$ cat src/rtl/core/dzsf_pkg.sv
`default_nettype none

package dzsf_pkg;

	typedef struct packed {
		logic signed [15:0] camera_x;
		logic signed [15:0] camera_y;
	} cam_word_t;

	typedef struct packed {
		logic signed [15:0] offset_x;
		logic signed [15:0] offset_y;
	} ofs_word_t;

	typedef enum logic [2:0] {
		ST_IDLE,
		ST_TGT_X,
		ST_TGT_Y,
		ST_PREP,
		ST_DIV,
		ST_UPD,
		ST_DONE
	} fsm_state_t;

	localparam logic [2:0] REG_VIEW_X   = 3'd0;
	localparam logic [2:0] REG_VIEW_Y   = 3'd1;
	localparam logic [2:0] REG_DZONE_X  = 3'd2;
	localparam logic [2:0] REG_DZONE_Y  = 3'd3;
	localparam logic [2:0] REG_MAP_SIZE = 3'd4;
	localparam logic [2:0] REG_MODE     = 3'd5;
	localparam logic [2:0] REG_EASING   = 3'd6;
	localparam logic [2:0] REG_ACTIVE   = 3'd7;

	// scroll modes that repeat on one axis and so skip its clamp
	localparam logic [1:0] MODE_HREP = 2'd1;
	localparam logic [1:0] MODE_VREP = 2'd2;

endpackage

`default_nettype wire

$ cat src/rtl/core/deadzone_scroll_follow_unit.sv
// Each word runs through ST_TGT_X, ST_TGT_Y, ST_PREP, ST_DIV, ST_UPD and ST_DONE with easing above 1,
// skips ST_PREP and ST_DIV with easing 0 or 1, and goes straight to ST_DONE with follow inactive.
// A new word is accepted only in ST_IDLE, once the last one is through. The shift-and-subtract
// divider makes one quotient bit per cycle for both axes.
// A result waiting at the output holds the sequencer in ST_DONE and so blocks the next word.
// Reset (arst_n low, async): offsets and targets 0, registers 0, follow_active 1.
`default_nettype none

module deadzone_scroll_follow_unit #(
	parameter int COORD_BITS = 16
) (
	input  wire                    clk,
	input  wire                    arst_n,
	input  wire                    in_valid,
	output logic                   in_ready,
	input  dzsf_pkg::cam_word_t    in_data,
	output logic                   out_valid,
	input  wire                    out_ready,
	output dzsf_pkg::ofs_word_t    out_data,
	input  wire                    cfg_valid,
	output logic                   cfg_ready,
	input  wire  [2:0]             cfg_index,
	input  wire  [31:0]            cfg_data
);
	import dzsf_pkg::*;

	localparam int N  = COORD_BITS;
	localparam int SW = ((N > 16) ? N : 16) + 1;
	localparam int TW = (N > 20) ? N : 20;
	localparam int CW = $clog2(N + 2);

	// configuration
	logic [31:0] view_x_q, view_y_q, dz_x_q, dz_y_q, map_size_q;
	logic [1:0]  mode_q;
	logic [7:0]  easing_q;
	logic        active_q;

	fsm_state_t state_q, state_d;

	cam_word_t in_s1;
	ofs_word_t out_q;
	logic      out_valid_q;

	logic signed [N-1:0] cur_q [2];
	logic signed [N-1:0] tgt_q [2];
	logic [N:0]          quo_q [2];
	logic [7:0]          rem_q [2];
	logic                neg_q [2];
	logic [CW-1:0]       cnt_q;

	logic ld_in, tgt_we, div_load, div_step, cur_we, out_load;
	logic jump;

	assign cfg_ready = 1'b1;
	assign jump      = (easing_q <= 8'd1);

	always_ff @(posedge clk or negedge arst_n) begin
		if (!arst_n) begin
			view_x_q   <= '0;
			view_y_q   <= '0;
			dz_x_q     <= '0;
			dz_y_q     <= '0;
			map_size_q <= '0;
			mode_q     <= '0;
			easing_q   <= '0;
			active_q   <= 1'b1;
		end else if (cfg_valid) begin
			case (cfg_index)
				REG_VIEW_X:   view_x_q   <= cfg_data;
				REG_VIEW_Y:   view_y_q   <= cfg_data;
				REG_DZONE_X:  dz_x_q     <= cfg_data;
				REG_DZONE_Y:  dz_y_q     <= cfg_data;
				REG_MAP_SIZE: map_size_q <= cfg_data;
				REG_MODE:     mode_q     <= cfg_data[1:0];
				REG_EASING:   easing_q   <= cfg_data[7:0];
				REG_ACTIVE:   active_q   <= cfg_data[0];
				default: ;
			endcase
		end
	end

	// sequencer
	always_ff @(posedge clk or negedge arst_n) begin
		if (!arst_n) begin
			state_q <= ST_IDLE;
		end else begin
			state_q <= state_d;
		end
	end

	always_comb begin
		state_d = state_q;
		case (state_q)
			ST_IDLE:  if (in_valid) state_d = active_q ? ST_TGT_X : ST_DONE;
			ST_TGT_X: state_d = ST_TGT_Y;
			ST_TGT_Y: state_d = jump ? ST_UPD : ST_PREP;
			ST_PREP:  state_d = ST_DIV;
			ST_DIV:   if (cnt_q == '0) state_d = ST_UPD;
			ST_UPD:   state_d = ST_DONE;
			ST_DONE:  if (!out_valid_q || out_ready) state_d = ST_IDLE;
			default:  state_d = ST_IDLE;
		endcase
	end

	always_comb begin
		in_ready = 1'b0;
		tgt_we   = 1'b0;
		div_load = 1'b0;
		div_step = 1'b0;
		cur_we   = 1'b0;
		out_load = 1'b0;
		case (state_q)
			ST_IDLE:  in_ready = 1'b1;
			ST_TGT_X: tgt_we   = 1'b1;
			ST_TGT_Y: tgt_we   = 1'b1;
			ST_PREP:  div_load = 1'b1;
			ST_DIV:   div_step = 1'b1;
			ST_UPD:   cur_we   = 1'b1;
			ST_DONE:  out_load = !out_valid_q || out_ready;
			default: ;
		endcase
	end

	assign ld_in = in_valid && in_ready;

	always_ff @(posedge clk) begin
		if (ld_in) begin
			in_s1 <= in_data;
		end
	end

	// target unit, shared by the two axes: x in ST_TGT_X, y in ST_TGT_Y
	logic                ax;
	logic signed [15:0]  pos, v0, v1, d0, d1;
	logic [31:0]         view_sel, dz_sel;
	logic [15:0]         map_ext, span;
	logic                clamp;
	logic signed [N-1:0] cur_sel;
	logic signed [17:0]  room;
	logic signed [19:0]  t_r, t_l, t_sel;
	logic                cl_r, cl_l, hit_r, hit_l;
	logic signed [SW-1:0] sum;
	logic signed [TW-1:0] t_ext;

	always_comb begin
		ax       = (state_q == ST_TGT_Y);
		pos      = ax ? $signed(in_s1.camera_y) : $signed(in_s1.camera_x);
		view_sel = ax ? view_y_q : view_x_q;
		dz_sel   = ax ? dz_y_q : dz_x_q;
		map_ext  = ax ? map_size_q[31:16] : map_size_q[15:0];
		clamp    = ax ? (mode_q != MODE_VREP) : (mode_q != MODE_HREP);
		cur_sel  = cur_q[ax];
		v0       = $signed(view_sel[15:0]);
		v1       = $signed(view_sel[31:16]);
		d0       = $signed(dz_sel[15:0]);
		d1       = $signed(dz_sel[31:16]);
		span     = v1 - v0;
		room     = $signed({2'b00, map_ext}) - $signed({2'b00, span});
		t_r      = 20'(d1) - 20'(pos);
		t_l      = 20'(d0) - 20'(pos);
		cl_r     = clamp && ((t_r - 20'(v0)) < -20'(room));
		cl_l     = clamp && ((t_l - 20'(v0)) > 20'sd0);
		sum      = SW'(cur_sel) + SW'(pos);
		hit_r    = sum > SW'(d1);
		hit_l    = sum < SW'(d0);
		// inverted window: left/top edge wins
		if (hit_l) begin
			t_sel = cl_l ? 20'(v0) : t_l;
		end else begin
			t_sel = cl_r ? (20'(v0) - 20'(room)) : t_r;
		end
		t_ext = TW'(t_sel);
	end

	always_ff @(posedge clk or negedge arst_n) begin
		if (!arst_n) begin
			tgt_q[0] <= '0;
			tgt_q[1] <= '0;
		end else if (tgt_we && (hit_l || hit_r)) begin
			tgt_q[ax] <= t_ext[N-1:0];
		end
	end

	// step counter for the divider, N+1 quotient bits
	always_ff @(posedge clk or negedge arst_n) begin
		if (!arst_n) begin
			cnt_q <= '0;
		end else if (div_load) begin
			cnt_q <= CW'(N);
		end else if (div_step) begin
			cnt_q <= cnt_q - CW'(1);
		end
	end

	// per-axis lane: serial restoring divide of |target - cur| by easing, then update
	for (genvar a = 0; a < 2; a++) begin : g_lane
		logic signed [N:0]   diff;
		logic [N:0]          mag;
		logic [8:0]          rem_sh;
		logic                ge;
		logic signed [N+1:0] sq;
		logic signed [N+1:0] upd;

		always_comb begin
			diff   = (N+1)'(tgt_q[a]) - (N+1)'(cur_q[a]);
			mag    = diff[N] ? (N+1)'(-diff) : diff;
			rem_sh = {rem_q[a], quo_q[a][N]};
			ge     = (rem_sh >= {1'b0, easing_q});
			sq     = neg_q[a] ? -$signed({1'b0, quo_q[a]}) : $signed({1'b0, quo_q[a]});
			upd    = (N+2)'(cur_q[a]) + sq;
		end

		always_ff @(posedge clk) begin
			if (div_load) begin
				quo_q[a] <= mag;
				rem_q[a] <= '0;
				neg_q[a] <= diff[N];
			end else if (div_step) begin
				quo_q[a] <= {quo_q[a][N-1:0], ge};
				rem_q[a] <= ge ? 8'(rem_sh - {1'b0, easing_q}) : rem_sh[7:0];
			end
		end

		always_ff @(posedge clk or negedge arst_n) begin
			if (!arst_n) begin
				cur_q[a] <= '0;
			end else if (cur_we) begin
				cur_q[a] <= jump ? tgt_q[a] : upd[N-1:0];
			end
		end
	end

	// output word register
	logic signed [31:0] ox_ext, oy_ext;

	assign ox_ext = 32'(cur_q[0]);
	assign oy_ext = 32'(cur_q[1]);

	always_ff @(posedge clk) begin
		if (out_load) begin
			out_q.offset_x <= ox_ext[15:0];
			out_q.offset_y <= oy_ext[15:0];
		end
	end

	always_ff @(posedge clk or negedge arst_n) begin
		if (!arst_n) begin
			out_valid_q <= 1'b0;
		end else if (out_load) begin
			out_valid_q <= 1'b1;
		end else if (out_ready) begin
			out_valid_q <= 1'b0;
		end
	end

	assign out_valid = out_valid_q;
	assign out_data  = out_q;

	a_accept_busy: assert property (@(posedge clk) disable iff (!arst_n)
		ld_in |=> state_q != ST_IDLE)
		else $error("word accepted but sequencer stayed idle");

	a_div_needs_easing: assert property (@(posedge clk) disable iff (!arst_n)
		state_q == ST_DIV |-> easing_q > 8'd1)
		else $error("divider running with jump easing");

	a_cnt_range: assert property (@(posedge clk) disable iff (!arst_n)
		state_q == ST_DIV |-> cnt_q <= CW'(N))
		else $error("divider step count out of range");

	a_out_from_done: assert property (@(posedge clk) disable iff (!arst_n)
		$rose(out_valid_q) |-> $past(state_q) == ST_DONE)
		else $error("output word loaded outside completion");

endmodule

`default_nettype wire

$ cat config.mk
export PLATFORM = sky130hd
export DESIGN_NAME = deadzone_scroll_follow_unit
export DESIGN_NICKNAME = d
export VERILOG_FILES = /design/src/rtl/core/dzsf_pkg.sv /design/src/rtl/core/deadzone_scroll_follow_unit.sv
export SDC_FILE = /design/constraint.sdc
export NUM_CORES = 1
export LEC_CHECK = 0
export ABC_CLOCK_PERIOD_IN_PS = 10100
export BUFFER_PORTS_ARGS = -buffer_cell sky130_fd_sc_hd__buf_2
export CAP_MARGIN = 20
export CORE_MARGIN = 2
export CORE_UTILIZATION = 45
export CTS_BUF_LIST = sky130_fd_sc_hd__clkbuf_16
export DETAILED_ROUTE_END_ITERATION = 10
export SETUP_SLACK_MARGIN = 0.3
export SLEW_MARGIN = 0
export SYNTH_ARGS = -nofsm -noshare
export SYNTH_HDL_FRONTEND = slang
export SYNTH_SLANG_ARGS = --single-unit
$ cat constraint.sdc
create_clock -name clk -period 10.1 [get_ports clk]
set_input_delay 2.02 -clock clk [delete_from_list [all_inputs] [get_ports clk]]
set_output_delay 2.02 -clock clk [all_outputs]
set_load 0.02 [all_outputs]
==> qor.log, run 1 <==
[clocking] hold buffers post-CTS 0
[placed_design] global placer's final weighted congestion 0.9227
[floorplan] Die ar. 62,490 sq um
[synth] post-synthesis async set-or-reset flop share 67.78%
[synth] synthesized net count 3,227
[cells_and_area] area delta synth->final 10.41%
[cells_and_area] leading cell type in the layout, fill and taps excluded sky130_fd_sc_hd__nand2_1
[detailed_routing] Detail Route Antenna Nets 0
[timing] TNS Setup 0 ns
[floorplan] width of the chip 250.0 um
[global_route] global-route usage over all layers 26.61%
[global_route] GR met3 Demand/Resource 3.129%
[clocking] number of buffers inserted during clock tree synthesis 43
[timing] count of endpoints failing hold in the final timing report 0
[critical_path] critical path startpoint category register
[detailed_routing] initial detailed-routing violation count 1,523
[detailed_routing] via total after detailed routing 22.16k
[synth] synthesized area divided by synthesized cell count 9.405 sq um
[global_route] GR Layer Usage met1 34.20%
[critical_path] critical path required time 10.58 ns
[timing] Final Max Tran Viols 0
[critical_path] delay of the slowest critical-path stage 0.82 ns
[synth] area of the mapped netlist 27,230 sq um
[placed_design] number of buffers inserted by port buffering 105
[critical_path] timing endpoint of the critical path tgt_q[10]$_DFFE_PN0P_
[floorplan] number of top-level pins 107
[synth] top flip-flop cell by instance count after synthesis sky130_fd_sc_hd__dfrtp_1
[global_route] number of global-route vias before repair 22.14k
[timing] maximum achievable frequency 109.9 MHz
[cells_and_area] highest-count cells in the layout ignoring fill and taps sky130_fd_sc_hd__nand2_1, sky130_fd_sc_hd__ha_1, sky130_fd_sc_hd__dfrtp_1, sky130_fd_sc_hd__nor2_1, sky130_fd_sc_hd__inv_1
[timing] Max Clock Skew 0.03025 ns
[timing] unrepaired setup endpoints after global routing no
[global_route] pin count of the biggest net entering global routing 118
[critical_path] maximum fanout encountered on the critical timing path 100
[clocking] clock latency on the worst-skew pair 0.58 ns
[detailed_routing] DR WL/cell 21.77 um
[floorplan] die height 250.0 um
[critical_path] type of element capturing the critical path register
[placed_design] DP Wirelength 64,810 um
[synth] post-synthesis sequential area ratio 35.23%
[status] result of the run finished, final reports clean
[clocking] total number of H-tree levels 2
[critical_path] Critical R2R Launch state_q[2]$_DFFE_PN0P_
[global_route] met2 Resource Use GR 45.20%
[critical_path] worst setup path start state_q[2]$_DFFE_PN0P_
[floorplan] core outline area 60,130 sq um
[detailed_routing] Routed WL 82,880 um
[detailed_routing] Residual DRC 0
[critical_path] worst reg-to-reg path cell count 32
[critical_path] Data arrival, critical path 9.58 ns
[synth] number of synthesized flops with an enable pin 116
[timing] post-route clock period utilization 90.12%
[flow_run] number of max-cap violations 0
[floorplan] total number of placement rows 90
[timing] final critical delay including setup and external delays 9.102 ns
[synth] count of yosys warnings during synthesis 0
[timing] actual slew at the worst max-slew pin 1.067 ns
[cells_and_area] share of cells above drive strength 1 14.06%
[synth] unique cell type count in the Yosys netlist 93
[cells_and_area] Layout Nets 3,322
[global_route] remaining global-route overflow 0
[timing] Final setup viols 0
[clocking] buffers from clock root to sink, at most 3
[detailed_routing] number of optimization iterations in the first detailed-route pass 7
[clocking] clock tree from TritonCTS yes
[min_path] path type of the worst min-delay path register to register
[synth] flops & latches, synth 360
[global_route] first-pass GRT wire length 128,500 um
[critical_path] register-to-register setup slack 1.0 ns
[global_route] initial antenna violation count 2
[detailed_routing] post-detailed-route via-to-cell ratio 5.819
[critical_path] highest-delay cell along the critical path sky130_fd_sc_hd__mux2i_1
[clocking] TritonCTS sink count 360
[critical_path] CP Class register to register
[clocking] CTS Root Buffer Type sky130_fd_sc_hd__clkbuf_16
[critical_path] reg-to-reg endpoint tgt_q[10]$_DFFE_PN0P_
[floorplan] initial core utilization 45.28%
[global_route] layer with the highest usage after global routing met2
[timing] worst slew slack as a fraction of its limit 28.69%
[clocking] Clock Pin Slew Worst Setup and Hold Paths 0.06 ns
[synth] Synth Instances 2,895
-- registers in the layout, summed over array words and instances (netlist names) --
register	count
view_x_q	32
state_q	3
dz_y_q	32
cnt_q	5
rem_q	16
tgt_q	32
mode_q	2
easing_q	8
dz_x_q	32
map_size_q	32
in_s1	32
cur_q	32
view_y_q	32
active_q	1
out_data	32
quo_q	34
neg_q	2
out_valid	1
-- cell usage after synthesis (all sizes together) (12+ instances only) --
master,n,area share [%]
or3,15,0.34
dfrtp,243,22
mux2i,103,3.8
ha,250,11
a221oi,21,0.70
inv,210,2.9
a21oi,199,3.7
nor4,12,0.28
a21o,59,1.6
xnor2,174,5.6
clkbuf,76,1.0
nand3,30,0.55
o31ai,24,0.68
nand2b,30,0.69
xor2,56,1.8
a21boi,14,0.39
buf,17,0.33
mux2,174,7.2
and2,21,0.48
a31oi,24,0.55
nor2,226,3.1
a211oi,38,1.0
o21ai,157,2.9
nand2,255,3.5
nand4,19,0.44
nor3,57,1.0
edfxtp,116,13
o21bai,31,0.85
o21a,32,0.88
nor2b,29,0.67
-- how the worst min path moves through the flow --
stage,from,to,slack [ns],cells past startpoint
2_1_floorplan,cur_q[18]$_DFFE_PN0P_,out_data[18]$_DFFE_PP_,0.45,0
3_3_place_gp,cur_q[28]$_DFFE_PN0P_,out_data[28]$_DFFE_PP_,0.47,0
3_5_place_dp,cur_q[23]$_DFFE_PN0P_,out_data[23]$_DFFE_PP_,0.48,0
4_1_cts,cur_q[23]$_DFFE_PN0P_,out_data[23]$_DFFE_PP_,0.49,0
5_1_grt,cur_q[23]$_DFFE_PN0P_,out_data[23]$_DFFE_PP_,0.50,0
6_report,cur_q[23]$_DFFE_PN0P_,out_data[23]$_DFFE_PP_,0.49,0
-- timing repair --
action	CTS	global route
resized for setup	0	2
endpoints found under the setup margin	0	3
setup buffers	0	0
-- logic make-up after synthesis --
logic type	share of synthesized area (%)
AND/OR/NAND/NOR	12.55
other	0.01377
AO/OA/AOI/OAI	16.84
adder cells (fa/ha/maj)	12.61
XOR/XNOR	7.482
buffers and inverters	4.288
flip-flops	35.23
multiplexers	11.00
-- cell type report --
class / instances / area (sq um)
inverter: 211 / 792.0
antenna: 3 / 7.507
timing repair buffer: 143 / 837.1
fill: 5629 / 30070
tap: 782 / 978.4
multi-input combinational: 2231 / 16520
sequential: 360 / 9592
clock buffer: 46 / 1151
clock inverter: 32 / 186.4
-- metrics by stage --
step | area (sq um) | setup WS (ns) | std cells | util [%] | hold slack, ns
4_1_cts | 30030 | 0.9513 | 3803 | 49.94 | 0.4918
5_1_grt | 30050 | 0.3566 | 3805 | 49.98 | 0.4975
3_3_place_gp | 28680 | 1.205 | 3723 | 47.69 | 0.4715
2_1_floorplan | 27230 | 1.329 | 2895 | - | 0.4531
6_report | 30060 | 0.9976 | 3808 | 49.99 | 0.4889
3_5_place_dp | 28690 | 1.022 | 3725 | 47.72 | 0.4760
-- worst max-delay path: cells and delay by family, from the launching register on --
| family | cells | cell delay [ns] |
|---|---|---|
| AOI/OAI and AO/OA | 18 | 4.00 |
| adders and majority gates | 3 | 1.03 |
| buffers and inverters | 3 | 0.65 |
| DFF | 1 | 0.55 |
| muxes | 1 | 0.82 |
| and+or+nand+nor | 7 | 1.70 |
-- layer usage --
layer / vias to the layer above / routed length (um)
li1: 10620 / -
met1: 10820 / 36200
met2: 578 / 39200
met3: 146 / 3631
met4: 0 / 3861
met5: - / 0
Power of run 1 is left out: the tool's default activity adds up to more than one toggle a clock period on the data nets, which glitch-free logic cannot reach.
==> run 2, diff against run 1 <==
--- a/config.mk
+++ b/config.mk
@@ -5,15 +5,19 @@
 export SDC_FILE = /design/constraint.sdc
 export NUM_CORES = 1
 export LEC_CHECK = 0
+export ABC_AREA = 1
 export ABC_CLOCK_PERIOD_IN_PS = 10100
 export BUFFER_PORTS_ARGS = -buffer_cell sky130_fd_sc_hd__buf_2
 export CAP_MARGIN = 20
+export CELL_PAD_IN_SITES_DETAIL_PLACEMENT = 1
+export CELL_PAD_IN_SITES_GLOBAL_PLACEMENT = 1
 export CORE_MARGIN = 2
 export CORE_UTILIZATION = 45
 export CTS_BUF_LIST = sky130_fd_sc_hd__clkbuf_16
 export DETAILED_ROUTE_END_ITERATION = 10
+export PLACE_DENSITY_LB_ADDON = 0.1
 export SETUP_SLACK_MARGIN = 0.3
-export SLEW_MARGIN = 0
+export SLEW_MARGIN = 30
 export SYNTH_ARGS = -nofsm -noshare
 export SYNTH_HDL_FRONTEND = slang
 export SYNTH_SLANG_ARGS = --single-unit
==> qor.log, run 2 <==
[status] result of the run finished, final reports clean
[synth] area of the mapped netlist 27,220 sq um
[global_route] global-route usage over all layers 32.26%
[critical_path] reg-to-reg endpoint tgt_q[4]$_DFFE_PN0P_
[clocking] buffers from clock root to sink, at most 3
[clocking] total number of H-tree levels 2
[synth] post-synthesis async set-or-reset flop share 67.78%
[floorplan] total number of placement rows 90
[synth] adder-cell share of the synthesized area 12.23%
[cells_and_area] Layout Nets 4,005
[min_path] Worst Hold Endpoint dz_y_q[28]$_DFFE_PN0P_
[timing] worst slew slack as a fraction of its limit 24.36%
[floorplan] Die ar. 62,470 sq um
[global_route] number of global-route vias before repair 26.78k
[global_route] first-pass GRT wire length 155,700 um
[synth] most frequent cell after synthesis sky130_fd_sc_hd__nand2_1
[clocking] post-CTS setup-driven buffer insertion count 0
[clocking] Clock Pin Slew Worst Setup and Hold Paths 0.06 ns
[placed_design] post-detailed-placement cell area 28,640 sq um
[synth] synthesized net count 3,918
[global_route] pin count of the biggest net entering global routing 137
[timing] post-route clock period utilization 78.91%
[critical_path] critical path startpoint category register
[global_route] layer with the highest usage after global routing met2
[detailed_routing] post-detailed-route via-to-cell ratio 5.618
[cells_and_area] cell area after layout 30,120 sq um
[global_route] initial antenna violation count 0
[synth] top flip-flop cell by instance count after synthesis sky130_fd_sc_hd__dfrtp_1
[cells_and_area] flip-flop count of the largest register after layout 34
[floorplan] width of the chip 249.9 um
[critical_path] worst reg-to-reg path cell count 38
[critical_path] most common cell type on the critical path sky130_fd_sc_hd__nand2_1
[critical_path] Critical R2R Launch state_q[2]$_DFFE_PN0P_
[cells_and_area] leading cell type in the layout, fill and taps excluded sky130_fd_sc_hd__nand2_1
[synth] top-area cell type share of the netlist area 22.34%
[synth] share of the synthesized area in compound gates (AO/OA/AOI/OAI) 15.32%
[timing] Final setup viols 0
[global_route] remaining global-route overflow 0
[critical_path] CP Class register to register
[floorplan] die height 249.9 um
[cells_and_area] share of cells above drive strength 1 8.877%
[timing] TNS Setup 0 ns
[cells_and_area] highest-count cells in the layout ignoring fill and taps sky130_fd_sc_hd__nand2_1, sky130_fd_sc_hd__inv_1, sky130_fd_sc_hd__o21ai_0, sky130_fd_sc_hd__ha_1, sky130_fd_sc_hd__dfrtp_1
[timing] Final Max Tran Viols 0
[floorplan] number of top-level pins 107
[clocking] post-cts repair resize count 0
[global_route] GR met3 Demand/Resource 3.056%
[cells_and_area] final cell utilization of the core 50.18%
[timing] Max Clock Skew 0.04950 ns
[min_path] Worst Hold Launch dz_y_q[28]$_DFFE_PN0P_
[critical_path] Data arrival, critical path 8.43 ns
[synth] Synth top cells by count sky130_fd_sc_hd__nand2_1, sky130_fd_sc_hd__inv_1, sky130_fd_sc_hd__o21ai_0
[detailed_routing] Routed WL 100,700 um
[clocking] TritonCTS sink count 360
[synth] area fraction in and, or, nand and nor cells after synthesis 22.50%
[synth] number of synthesized flops with an enable pin 116
[synth] flops & latches, synth 360
[min_path] Min-Delay Path Depth 2
[synth] Synth Instances 3,586
[global_route] GR Layer Usage met1 39.86%
[critical_path] critical path required time 10.56 ns
[synth] fraction of synthesized cell area in xor and xnor cells 6.592%
[synth] multiplexer fraction of the synthesized cell area 0.2253%
[cells_and_area] Top reg by flops quo_q
[critical_path] highest-delay cell along the critical path sky130_fd_sc_hd__o21ai_0
[synth] synthesized area divided by synthesized cell count 7.590 sq um
[cells_and_area] count of placed standard cells in the final layout, fillers left out 4,488
[clocking] clock tree from TritonCTS yes
[global_route] met2 Resource Use GR 56.58%
[clocking] clock latency on the worst-skew pair 0.58 ns
[cells_and_area] area delta synth->final 10.65%
[synth] dominant cells by area after synthesis sky130_fd_sc_hd__dfrtp_1, sky130_fd_sc_hd__edfxtp_1, sky130_fd_sc_hd__nand2_1
[synth] dominant combinational cell family by area after synthesis simple AND/OR/NAND/NOR gates
[clocking] number of buffers inserted during clock tree synthesis 43
[timing] unrepaired setup endpoints after global routing no
[timing] final critical delay including setup and external delays 7.970 ns
[timing] maximum achievable frequency 125.5 MHz
[timing] actual slew at the worst max-slew pin 1.125 ns
[synth] count of yosys warnings during synthesis 0
[flow_run] number of max-cap violations 0
[clocking] CTS Root Buffer Type sky130_fd_sc_hd__clkbuf_16
[placed_design] DP Wirelength 80,850 um
[timing] count of endpoints failing hold in the final timing report 0
[critical_path] delay of the slowest critical-path stage 0.73 ns
[detailed_routing] via total after detailed routing 25.21k
[detailed_routing] Residual DRC 0
[critical_path] type of element capturing the critical path register
[synth] unique cell type count in the Yosys netlist 67
[min_path] path type of the worst min-delay path register to register
[detailed_routing] number of optimization iterations in the first detailed-route pass 5
[cells_and_area] Inserted Diodes 0
[cells_and_area] multi-input gate area in the final layout 15,550 sq um
[synth] post-synthesis sequential area ratio 35.24%
[critical_path] maximum fanout encountered on the critical timing path 46
[clocking] hold buffers post-CTS 0
[placed_design] global placer's final weighted congestion 0.9774
[critical_path] register-to-register setup slack 2.13 ns
[detailed_routing] initial detailed-routing violation count 1,394
[floorplan] initial core utilization 45.35%
[detailed_routing] Detail Route Antenna Nets 0
[cells_and_area] filler cell count in the final layout 7,542
[synth] cell accounting for the most synthesized area sky130_fd_sc_hd__dfrtp_1
[placed_design] Placed Cells incl. Taps 4,409
[floorplan] core outline area 60,020 sq um
[detailed_routing] DR WL/cell 22.44 um
[cells_and_area] Sequential Area 9590 sq um
[placed_design] number of buffers inserted by port buffering 105
-- run 2: changes by cell type after synthesis, moves of 125 or more --
| cell | before | now |
|---|---|---|
| sky130_fd_sc_hd__inv_1 | 210 | 449 |
| sky130_fd_sc_hd__o21ai_0 | 153 | 410 |
| sky130_fd_sc_hd__nand3_1 | 30 | 178 |
| sky130_fd_sc_hd__mux2_2 | 174 | 1 |
| sky130_fd_sc_hd__nand2_1 | 254 | 853 |
| sky130_fd_sc_hd__xnor2_1 | 174 | 49 |
-- run 2: cell type report --
cell class | instances | area share [%]
flip-flops and latches | 360 | 31.85
clock buffers | 44 | 3.656
well taps | 782 | 3.249
clock inverters | 34 | 1.138
inverters | 466 | 5.821
multi-input cells | 2666 | 51.63
repair buffers | 136 | 2.659
-- run 2: routing by layer --
| metal | vias to the layer above | wire [um] |
|---|---|---|
| li1 | 12080 | - |
| met2 | 527 | 49280 |
| met4 | 0 | 5374 |
| met3 | 180 | 3730 |
| met1 | 12420 | 42310 |
| met5 | - | 0 |
-- run 2: worst max path at each step --
stage	from	to	slack, ns	depth (start not counted)
floorplan	state_q[2]$_DFFE_PN0P_	tgt_q[24]$_DFFE_PN0P_	3.24	39
global placement	state_q[2]$_DFFE_PN0P_	tgt_q[20]$_DFFE_PN0P_	2.52	41
detailed placement	state_q[2]$_DFFE_PN0P_	tgt_q[4]$_DFFE_PN0P_	2.20	41
CTS	state_q[2]$_DFFE_PN0P_	tgt_q[4]$_DFFE_PN0P_	2.18	41
global route	state_q[2]$_DFFE_PN0P_	tgt_q[4]$_DFFE_PN0P_	1.39	44
finish	state_q[2]$_DFFE_PN0P_	tgt_q[4]$_DFFE_PN0P_	2.13	38
-- run 2: cells by family (layout without fill, tap and decap cells) --
logic type | after synthesis | count (layout)
AOI/OAI and AO/OA | 762 | 762
other | 1 | 1
muxes | 6 | 6
xor gates and xnor gates | 204 | 204
buffers and inverters | 560 | 680
and+or+nand+nor | 1433 | 1433
DFF | 360 | 360
adders and majority gates | 260 | 260
-- run 2: stage by stage --
step / hold WS (ns) / setup WS, ns
global route: 0.5126 / 1.395
CTS: 0.4800 / 2.175
detailed placement: 0.4656 / 2.199
finish: 0.4803 / 2.130
floorplan: 0.4457 / 3.238
global placement: 0.4582 / 2.517
-- run 2: critical path, delay by kind of cell (launching register included) --
family          cells  cell delay (ns)
xor+xnor            2             0.44
simple gates       16             1.72
flops               1             0.44
fa+ha+maj           3             1.14
compound gates     10             2.64
buf+inv             7             1.43
Power of run 2 is left out for the same reason.
